`src/design/snp_allele_to_iupac_code_unit_macros.svh`:
```
// Assertion helpers used by the design file snp_allele_to_iupac_code_unit.sv.
`ifndef SNP_ALLELE_TO_IUPAC_CODE_UNIT_MACROS_SVH
`define SNP_ALLELE_TO_IUPAC_CODE_UNIT_MACROS_SVH

// Check that cond holds in the same cycle as trig.
`define SNP_ASSERT_SAME(label, clk, rst_n, trig, cond, msg) \
    label: assert property (@(posedge clk) disable iff (!rst_n) (trig) |-> (cond)) \
        else $error(msg);

// Check that cond holds in the cycle after trig.
`define SNP_ASSERT_NEXT(label, clk, rst_n, trig, cond, msg) \
    label: assert property (@(posedge clk) disable iff (!rst_n) (trig) |=> (cond)) \
        else $error(msg);

`endif

```
`src/design/snpiupac_pkg.sv`:
```
package snpiupac_pkg;

    // Result kinds carried on the output tuser
    typedef enum logic [1:0] {
        KIND_SINGLE = 2'd0,
        KIND_INDEL  = 2'd1,
        KIND_ODD    = 2'd2,
        KIND_IUPAC  = 2'd3
    } kind_t;

    // Graphic character range; anything outside ends the string
    localparam logic [7:0] CHAR_FIRST_GRAPHIC = 8'h21;
    localparam logic [7:0] CHAR_LAST_GRAPHIC  = 8'h7E;

    // Input characters that select a class
    localparam logic [7:0] CHAR_A_UP    = 8'h41;
    localparam logic [7:0] CHAR_A_LO    = 8'h61;
    localparam logic [7:0] CHAR_C_UP    = 8'h43;
    localparam logic [7:0] CHAR_C_LO    = 8'h63;
    localparam logic [7:0] CHAR_G_UP    = 8'h47;
    localparam logic [7:0] CHAR_G_LO    = 8'h67;
    localparam logic [7:0] CHAR_T_UP    = 8'h54;
    localparam logic [7:0] CHAR_T_LO    = 8'h74;
    localparam logic [7:0] CHAR_STAR    = 8'h2A;
    localparam logic [7:0] CHAR_DASH    = 8'h2D;
    localparam logic [7:0] CHAR_SLASH   = 8'h2F;
    localparam logic [7:0] CHAR_BRK_OPEN  = 8'h5B;
    localparam logic [7:0] CHAR_BRK_CLOSE = 8'h5D;

    // Output codes
    localparam logic [7:0] CODE_INDEL = 8'h2D;  // '-'
    localparam logic [7:0] CODE_ODD   = 8'h78;  // 'x'
    localparam logic [7:0] CODE_M     = 8'h4D;
    localparam logic [7:0] CODE_R     = 8'h52;
    localparam logic [7:0] CODE_W     = 8'h57;
    localparam logic [7:0] CODE_S     = 8'h53;
    localparam logic [7:0] CODE_Y     = 8'h59;
    localparam logic [7:0] CODE_K     = 8'h4B;

endpackage

```
`src/design/snp_allele_to_iupac_code_unit.sv`:
```
// Channel   | Direction | Payload
// ----------+-----------+-------------------------------------------
// s_axis    | in        | tdata[7:0] = ch
// m_axis    | out       | tdata[7:0] = code, tuser[1:0] = kind
//
// One character per cycle is taken; class counters update in the accepting cycle.
// A terminator is decoded from the counters straight into the result register,
// so its transaction appears on m_axis the cycle after it is accepted.
// The result register is the only stall point: s_axis stalls only while a result
// waits and m_axis_tready is low. Reset clears all counters and the held character.
`include "snp_allele_to_iupac_code_unit_macros.svh"

module snp_allele_to_iupac_code_unit #(
    parameter int COUNT_WIDTH = 4
) (
    input  logic       clk,
    input  logic       rst_n,
    input  logic       s_axis_tvalid,
    output logic       s_axis_tready,
    input  logic [7:0] s_axis_tdata,   // [7:0] ch
    output logic       m_axis_tvalid,
    input  logic       m_axis_tready,
    output logic [7:0] m_axis_tdata,   // [7:0] code
    output logic [1:0] m_axis_tuser    // [1:0] kind
);

    localparam int SUM_W = COUNT_WIDTH + 3;
    localparam logic [COUNT_WIDTH-1:0] CNT_MAX  = '1;
    localparam logic [COUNT_WIDTH-1:0] CNT_ZERO = '0;
    localparam logic [COUNT_WIDTH-1:0] CNT_ONE  = COUNT_WIDTH'(1);

    logic [COUNT_WIDTH-1:0] cnt_a_reg, cnt_a_next;
    logic [COUNT_WIDTH-1:0] cnt_c_reg, cnt_c_next;
    logic [COUNT_WIDTH-1:0] cnt_g_reg, cnt_g_next;
    logic [COUNT_WIDTH-1:0] cnt_t_reg, cnt_t_next;
    logic [COUNT_WIDTH-1:0] cnt_del_reg, cnt_del_next;
    logic [COUNT_WIDTH-1:0] cnt_sep_reg, cnt_sep_next;
    logic [COUNT_WIDTH-1:0] cnt_other_reg, cnt_other_next;
    logic [7:0]             held_reg, held_next;

    logic                   out_valid_reg, out_valid_next;
    logic [7:0]             code_reg, code_next;
    snpiupac_pkg::kind_t    kind_reg, kind_next;

    logic                   in_fire;
    logic                   is_term;
    logic [SUM_W-1:0]       base_sum;
    logic [SUM_W-1:0]       char_sum;
    logic                   dec_single;
    logic                   dec_indel;
    logic                   dec_odd;
    logic [7:0]             pair_code;

    // Accept while the result register is empty or being drained
    assign s_axis_tready = !out_valid_reg || m_axis_tready;
    assign in_fire       = s_axis_tvalid && s_axis_tready;
    assign is_term       = (s_axis_tdata < snpiupac_pkg::CHAR_FIRST_GRAPHIC)
                        || (s_axis_tdata > snpiupac_pkg::CHAR_LAST_GRAPHIC);

    // Classify the character and bump its saturating counter; a terminator clears all counters
    always_comb
    begin
        cnt_a_next     = cnt_a_reg;
        cnt_c_next     = cnt_c_reg;
        cnt_g_next     = cnt_g_reg;
        cnt_t_next     = cnt_t_reg;
        cnt_del_next   = cnt_del_reg;
        cnt_sep_next   = cnt_sep_reg;
        cnt_other_next = cnt_other_reg;
        held_next      = held_reg;
        if (in_fire)
        begin
            if (is_term)
            begin
                cnt_a_next     = CNT_ZERO;
                cnt_c_next     = CNT_ZERO;
                cnt_g_next     = CNT_ZERO;
                cnt_t_next     = CNT_ZERO;
                cnt_del_next   = CNT_ZERO;
                cnt_sep_next   = CNT_ZERO;
                cnt_other_next = CNT_ZERO;
                held_next      = 8'h00;
            end
            else
            begin
                case (s_axis_tdata)
                    snpiupac_pkg::CHAR_A_UP, snpiupac_pkg::CHAR_A_LO:
                    begin
                        if (cnt_a_reg != CNT_MAX) cnt_a_next = cnt_a_reg + CNT_ONE;
                        held_next = s_axis_tdata;
                    end
                    snpiupac_pkg::CHAR_C_UP, snpiupac_pkg::CHAR_C_LO:
                    begin
                        if (cnt_c_reg != CNT_MAX) cnt_c_next = cnt_c_reg + CNT_ONE;
                        held_next = s_axis_tdata;
                    end
                    snpiupac_pkg::CHAR_G_UP, snpiupac_pkg::CHAR_G_LO:
                    begin
                        if (cnt_g_reg != CNT_MAX) cnt_g_next = cnt_g_reg + CNT_ONE;
                        held_next = s_axis_tdata;
                    end
                    snpiupac_pkg::CHAR_T_UP, snpiupac_pkg::CHAR_T_LO:
                    begin
                        if (cnt_t_reg != CNT_MAX) cnt_t_next = cnt_t_reg + CNT_ONE;
                        held_next = s_axis_tdata;
                    end
                    snpiupac_pkg::CHAR_STAR, snpiupac_pkg::CHAR_DASH:
                    begin
                        if (cnt_del_reg != CNT_MAX) cnt_del_next = cnt_del_reg + CNT_ONE;
                    end
                    snpiupac_pkg::CHAR_SLASH:
                    begin
                        if (cnt_sep_reg != CNT_MAX) cnt_sep_next = cnt_sep_reg + CNT_ONE;
                    end
                    snpiupac_pkg::CHAR_BRK_OPEN, snpiupac_pkg::CHAR_BRK_CLOSE:
                    begin
                        // brackets are ignored
                    end
                    default:
                    begin
                        if (cnt_other_reg != CNT_MAX) cnt_other_next = cnt_other_reg + CNT_ONE;
                        held_next = s_axis_tdata;
                    end
                endcase
            end
        end
    end

    // Count totals used by the decode
    assign base_sum = SUM_W'(cnt_a_reg) + SUM_W'(cnt_c_reg)
                    + SUM_W'(cnt_g_reg) + SUM_W'(cnt_t_reg);
    assign char_sum = base_sum + SUM_W'(cnt_other_reg);

    assign dec_single = (char_sum == SUM_W'(1)) && (cnt_del_reg == CNT_ZERO)
                     && (cnt_sep_reg == CNT_ZERO);
    assign dec_indel  = (cnt_del_reg == CNT_ONE) && (base_sum != '0)
                     && (cnt_sep_reg != CNT_ZERO) && (cnt_other_reg == CNT_ZERO);
    assign dec_odd    = (cnt_sep_reg != CNT_ONE) || (base_sum != SUM_W'(2))
                     || (cnt_other_reg != CNT_ZERO) || (cnt_del_reg != CNT_ZERO);

    // Pick the two-base letter; a repeated base gives its upper-case letter
    always_comb
    begin
        if (cnt_a_reg != CNT_ZERO)
        begin
            if (cnt_c_reg != CNT_ZERO)      pair_code = snpiupac_pkg::CODE_M;
            else if (cnt_g_reg != CNT_ZERO) pair_code = snpiupac_pkg::CODE_R;
            else if (cnt_t_reg != CNT_ZERO) pair_code = snpiupac_pkg::CODE_W;
            else                            pair_code = snpiupac_pkg::CHAR_A_UP;
        end
        else if (cnt_c_reg != CNT_ZERO)
        begin
            if (cnt_g_reg != CNT_ZERO)      pair_code = snpiupac_pkg::CODE_S;
            else if (cnt_t_reg != CNT_ZERO) pair_code = snpiupac_pkg::CODE_Y;
            else                            pair_code = snpiupac_pkg::CHAR_C_UP;
        end
        else if (cnt_g_reg != CNT_ZERO)
        begin
            if (cnt_t_reg != CNT_ZERO)      pair_code = snpiupac_pkg::CODE_K;
            else                            pair_code = snpiupac_pkg::CHAR_G_UP;
        end
        else
        begin
            pair_code = snpiupac_pkg::CHAR_T_UP;
        end
    end

    // Load the result register on a terminator, drain it on the output handshake
    always_comb
    begin
        out_valid_next = out_valid_reg;
        code_next      = code_reg;
        kind_next      = kind_reg;
        if (m_axis_tready)
        begin
            out_valid_next = 1'b0;
        end
        if (in_fire && is_term)
        begin
            out_valid_next = 1'b1;
            if (dec_single)
            begin
                code_next = held_reg;
                kind_next = snpiupac_pkg::KIND_SINGLE;
            end
            else if (dec_indel)
            begin
                code_next = snpiupac_pkg::CODE_INDEL;
                kind_next = snpiupac_pkg::KIND_INDEL;
            end
            else if (dec_odd)
            begin
                code_next = snpiupac_pkg::CODE_ODD;
                kind_next = snpiupac_pkg::KIND_ODD;
            end
            else
            begin
                code_next = pair_code;
                kind_next = snpiupac_pkg::KIND_IUPAC;
            end
        end
    end

    // Control and string state
    always_ff @(posedge clk or negedge rst_n)
    begin
        if (!rst_n)
        begin
            cnt_a_reg     <= '0;
            cnt_c_reg     <= '0;
            cnt_g_reg     <= '0;
            cnt_t_reg     <= '0;
            cnt_del_reg   <= '0;
            cnt_sep_reg   <= '0;
            cnt_other_reg <= '0;
            held_reg      <= 8'h00;
            out_valid_reg <= 1'b0;
        end
        else
        begin
            cnt_a_reg     <= cnt_a_next;
            cnt_c_reg     <= cnt_c_next;
            cnt_g_reg     <= cnt_g_next;
            cnt_t_reg     <= cnt_t_next;
            cnt_del_reg   <= cnt_del_next;
            cnt_sep_reg   <= cnt_sep_next;
            cnt_other_reg <= cnt_other_next;
            held_reg      <= held_next;
            out_valid_reg <= out_valid_next;
        end
    end

    // Result payload
    always_ff @(posedge clk)
    begin
        code_reg <= code_next;
        kind_reg <= kind_next;
    end

    assign m_axis_tvalid = out_valid_reg;
    assign m_axis_tdata  = code_reg;
    assign m_axis_tuser  = kind_reg;

    // Checks on terminator handling and the result decode
    `SNP_ASSERT_NEXT(a_term_gives_result, clk, rst_n, in_fire && is_term, out_valid_reg, "terminator gave no result")
    `SNP_ASSERT_NEXT(a_term_clears_state, clk, rst_n, in_fire && is_term, (cnt_sep_reg == CNT_ZERO) && (cnt_del_reg == CNT_ZERO) && (held_reg == 8'h00), "state not cleared after terminator")
    `SNP_ASSERT_SAME(a_pair_letter, clk, rst_n, out_valid_reg && (kind_reg == snpiupac_pkg::KIND_IUPAC), (code_reg == snpiupac_pkg::CODE_M) || (code_reg == snpiupac_pkg::CODE_R) || (code_reg == snpiupac_pkg::CODE_W) || (code_reg == snpiupac_pkg::CODE_S) || (code_reg == snpiupac_pkg::CODE_Y) || (code_reg == snpiupac_pkg::CODE_K) || (code_reg == snpiupac_pkg::CHAR_A_UP) || (code_reg == snpiupac_pkg::CHAR_C_UP) || (code_reg == snpiupac_pkg::CHAR_G_UP) || (code_reg == snpiupac_pkg::CHAR_T_UP), "two-base result has a bad letter")

endmodule

```
`config.mk`:
```
export PLATFORM = sky130hd
export DESIGN_NAME = snp_allele_to_iupac_code_unit
export DESIGN_NICKNAME = d
export VERILOG_FILES = /design/src/design/snpiupac_pkg.sv /design/src/design/snp_allele_to_iupac_code_unit.sv
export VERILOG_INCLUDE_DIRS = /design/src /design/src/design
export SDC_FILE = /design/constraint.sdc
export NUM_CORES = 1
export LEC_CHECK = 0
export BUFFER_PORTS_ARGS = -buffer_cell sky130_fd_sc_hd__buf_2
export CORE_MARGIN = 5
export CORE_UTILIZATION = 45
export DETAILED_ROUTE_END_ITERATION = 8
export PLACE_DENSITY = 0.61
export SETUP_SLACK_MARGIN = 0.1
export SLEW_MARGIN = 20
export SYNTH_ARGS = -nofsm -noshare
export SYNTH_HDL_FRONTEND = slang
export SYNTH_SLANG_ARGS = --single-unit
export TNS_END_PERCENT = 10
```
`constraint.sdc`:
```
create_clock -name clk -period 7.4 [get_ports clk]
set_input_delay 0.37 -clock clk [delete_from_list [all_inputs] [get_ports clk]]
set_output_delay 0.37 -clock clk [all_outputs]
set_load 0.02 [all_outputs]
```
Word-level counts from Yosys, hierarchy flattened
Index checks and enable logic that the tools add are counted.

word-level totals
  flip-flop bits (word level) = 47
  bits of input ports = 12
  output and inout bits = 12
  logic and storage cells = 144

cells by class
  add/subtract/negate cells = 11
  magnitude comparators = 2
  eq/ne operators = 26
  muxes and demuxes = 39
  reduce and logical (&&, ||, !) cells = 54

operators by type and width
  operator                                                                       number
  4-bit two-way mux                                                              22
  8-bit by 7-bit equality test with 1-bit output (second input constant)         10
  8-bit two-way mux                                                              8
  4-bit by 1-bit adder with 4-bit output (second input constant)                 7
  4-bit inequality test (second input constant)                                  7
  2-bit nonzero test                                                             14
  4-bit nonzero test                                                             7
  5-bit two-way mux                                                              5
  8-bit by 6-bit equality test with 1-bit output (second input constant)         3
  3-bit AND reduction                                                            7
  13-bit OR reduction                                                            1
  4-bit logical NOT                                                              3
  2-bit OR reduction                                                             6
  8-bit by 7-bit > comparator with 1-bit output (second input constant)          1
  8-bit by 6-bit less-than comparator with 1-bit output (second input constant)  1
  6-bit by 4-bit adder with 7-bit output                                         1
  7-bit by 4-bit adder with 7-bit output                                         1
  7-bit by 1-bit equality test with 1-bit output (second input constant)         1
  1-bit logical AND                                                              7
  7-bit by 2-bit inequality test with 1-bit output (second input constant)       1
  7-bit nonzero test                                                             1
  5-bit by 4-bit adder with 6-bit output                                         1
  4-bit by 4-bit adder with 5-bit output                                         1
  1-bit logical OR                                                               5
  7 further kinds                                                                11

Depth between registers and ports, before layout
  word-level depth = 10
  depth in mapped cells = 12
  gate-level depth less buffers = 12

Least setup slack after synthesis
Ideal clock, no wire load.

  path type = register to register
  from = register cnt_a_reg[1]
  to = register code_reg[4] (netlist: m_axis_tdata[4]), data pin
  library setup time = 256 ps
  data arrival time = 3432 ps
  required time = 7144 ps
  slack = 3712 ps
  stages on the path, launching flop included = 12
  path buffers = 0
  period minus slack after synthesis = 3688 ps
  cells stage by stage = dfrtp_1 fa_1 fa_1 ha_1 fa_1 xor2_1 ha_1 nor4b_1 nand4_1 a211o_1 and2_1 a22o_1

between the ends
  longest elaborated chain between the ends = 10
  elaborated cells on any way between the ends = 20
  those cells by class = add/sub (4); eq/ne (2); mux (4); reduce/logical (10)

RTL lines
  item                                                                                            line                                  RTL
  from (decl)                                                                                     snp_allele_to_iupac_code_unit.sv:32   logic [COUNT_WIDTH-1:0] cnt_a_reg, cnt_a_next;
  from (signal assigned)                                                                          snp_allele_to_iupac_code_unit.sv:221  cnt_a_reg <= cnt_a_next;
  parallel branches: the longest is 9 deep, another holds 6-bit by 4-bit adder with 7-bit output  --
  8-bit two-way mux *                                                                             snp_allele_to_iupac_code_unit.sv:181  if (dec_single)
  to (signal assigned)                                                                            snp_allele_to_iupac_code_unit.sv:236  code_reg <= code_next;
  to (decl)                                                                                       snp_allele_to_iupac_code_unit.sv:42   logic [7:0] code_reg, code_next;

Mark *: on every way between the ends.
A chain may end at the register's enable or synchronous reset.

Worst setup path after layout
  from = register cnt_a_reg[1]
  to = register code_reg[3] (netlist: m_axis_tdata[3]), data pin

Same word-level chain as after synthesis.

==> qor.yml <==
run_status:
  status: "finished, final reports clean"
yosys:
  syn_area_per_cell_um2: 9.97
  synth_edf_count: 10
  yosys.area.top_type: "dfrtp_1"
  async_flop_share_pct: 78.7
  synth_area_leaders: "dfrtp_1 (28%), ha_1 (9.3%), edfxtp_1 (8.9%)"
  syn_inst: 337
  ys_ff_latch: 47
  yosysWarnings: 0
  ys_seq_area_share_pct: 36.5
  synth_top_cell_area_share_pct: 27.6
  synth_ff_type: "dfrtp_1"
  synth_nets: 383
  synth_cell_types: 68
  syn_area_mm2: 0.00336
die:
  io_pins: 24
  rows: 31
  chipWidth_um: 96.4
  die_area_mm2: 0.00930
  core_mm2: 0.00725
  initial_core_util_pct: 46.3
  die_h_um: 96.4
cts:
  hold_buffers: 0
  cts.reportedPaths.clkPinSlew_ns: 0.10
  cts_setup_buffers: 0
  cts_tree: "yes"
  htree_levels: 2
  clk_latency_ns: 0.31
  clk_path_buf_depth: 2
  cts.sinks: 47
  cts_resized: 0
  root_buffer: "clkbuf_8"
  cts_made_buffers: 5
drt:
  viasPerCell: 5.42
  wl_per_cell_um: 16.2
  wl_um: 7430
  drtIter0Drc: 133
  ant_nets: 0
  drc: 0
  drt-pass1-iter-count: 4
  num_vias: 2487
min_path:
  hp-class: "in -> async"
setup_path:
  crit_type: "reg -> reg"
  crit_fanout: 9
  startpoint_type: "register"
  worstPathArrival_ns: 4.08
  cp.required_ns: 7.46
  cp-end-kind: "register"
layout:
  final_util_pct: 50.3
  drive_gt1_share_pct: 15.3
  instances_no_fill: 459
  antennaDiodeCount: 0
  area_delta_synth_final_pct: 8.53
  final_area_mm2: 0.00365
  fin_nets: 405
power:
  p_leak_nw: 1.60
  power_density_mw_per_mm2: 151
  peakVddDrop_mv: 0.0679
placement:
  dp.cells: 451
  place.gp.congestion: 0.857
  dpl_cell_area_mm2: 0.00355
  hpwl_um: 5580
  portBuffers: 23
grt:
  antenna_found_initial: 0
  grt_pass1_vias: 2365
  grt_pass1_wl_um: 12000
  overflow: 0
  grt_usage_pct: 17.1
  grt_max_degree: 38
sta:
  hold_violations: 0
  fmax_mhz: 249
  tightest_slew_ns: 0.888
  skew_ns: 0.0111
  final.setup.tns_ns: 0
  period_needed_ns: 4.01
  max-slew-margin-rel_pct: 40.6
  min_period_over_period_pct: 54.2
  final_max_slew_viol_count: 0
  setup_violations: 0
  rsz0062_at_grt: "false"
flow_run:
  maxCapViolCount: 0
-- routing by layer --
metal | vias to the layer above | GRT usage [%] | routed length, um
met4 | 0 | 2.92 | 38
met1 | 1193 | 24.0 | 3610
met3 | 4 | 3.87 | 438
met2 | 42 | 27.5 | 3340
li1 | 1248 | - | -
met5 | - | 0 | 0
-- final timing paths --
check	end	depth (start not counted)	startpoint	slack, ns
max reg2reg	m_axis_tdata[3]$_DFFE_PP_	11	cnt_a_reg[1]$_DFFE_PN0P_	3.39
min in group clk	held_reg[5]$_DFFE_PN0P_	3	s_axis_tdata[5]	0.36
max	m_axis_tdata[3]$_DFFE_PP_	11	cnt_a_reg[1]$_DFFE_PN0P_	3.39
min reg2reg	held_reg[7]$_DFFE_PN0P_	1	held_reg[7]$_DFFE_PN0P_	0.52
max in group asynchronous	cnt_c_reg[0]$_DFFE_PN0P_	1	rst_n	6.68
min	cnt_sep_reg[2]$_DFFE_PN0P_	1	rst_n	0.17
-- cells in the final DEF (no fill, tap or decap), types with 3 or more instances in the layout --
master	synthesis	layout
clkbuf_8	0	5
o21ai_0	10	10
a21oi_1	10	10
o21ai_1	3	3
nor3b_1	6	6
inv_1	35	35
a31oi_1	5	5
ha_1	25	25
buf_2	6	23
xnor2_1	13	13
nand2b_1	3	3
dfrtp_1	37	37
nand3_1	23	23
nor3_1	8	8
and3_1	5	5
nor2b_1	6	6
nor2_1	27	27
fa_1	9	9
and2_1	3	3
edfxtp_1	10	10
xor2_1	3	3
nand4_1	6	6
nand2_1	20	20
nor3_2	5	5
-- synthesized netlist by cell type (2+ instances only) --
cell type  count
fa_1           9
a31oi_1        5
nor2b_1        6
a32o_1         2
a2111oi_4      2
nor3b_1        6
xor2_1         3
a22oi_1        2
nor3_2         5
o21a_1         2
o21ai_0       10
or4_1          2
a21oi_1       10
inv_1         35
nand2b_1       3
and4_1         2
and2_1         3
mux2i_1        2
ha_1          25
nand4_1        6
edfxtp_1      10
nand3_1       23
o21ai_1        3
buf_2          6
dfrtp_1       37
nor2_1        27
o22ai_1        2
o31ai_1        2
o211ai_1       2
and3_1         5
nand2_1       20
a311o_1        2
nor4b_1        2
a22o_1         2
or3_1          2
xnor2_1       13
nor3_1         8
-- cells by family after synthesis --
kind of cell	share of synthesized area (%)
compound gates	13.4
flops	36.5
mux	1.27
xor+xnor	4.17
simple gates	24.7
buf+inv	5.36
fa+ha+maj	14.7
-- cell type report --
cell class,instances,area (um2)
fillers,678,3610
multi-input cells,246,1950
flip-flops and latches,47,1230
inverters,36,135
well taps,99,124
repair buffers,23,115
clock buffers,5,68.8
clock inverters,3,23.8
-- report_power, final --
group | total (mW) | switching [mW] | internal, mW
sequential | 0.289 | 0.00897 | 0.280
clock | 0.165 | 0.0972 | 0.0678
combinational | 0.0961 | 0.0635 | 0.0326
-- metrics by stage --
| step | hold WS, ns | worst slack (ns) | power (mW) |
|---|---|---|---|
| after floorplan | 0.0744 | 3.71 | 0.358 |
| after global placement | 0.506 | 3.53 | 0.390 |
| after detailed placement | 0.496 | 3.39 | 0.391 |
| after CTS | 0.200 | 3.38 | 0.557 |
| after global routing | 0.231 | 3.14 | 0.580 |
| final | 0.169 | 3.39 | 0.550 |
-- worst max-delay path: stages, from the launching register on --
cell and delay [ns]:
dfrtp_1 0.45, fa_1 0.58, fa_1 0.43, ha_1 0.26, fa_1 0.45, xor2_1 0.18, ha_1 0.19, nor4b_1 0.28
nand4_1 0.17, a211oi_2 0.52, nand2_1 0.15, o31a_1 0.13
Note: power is estimated with default switching activity, not from simulation.
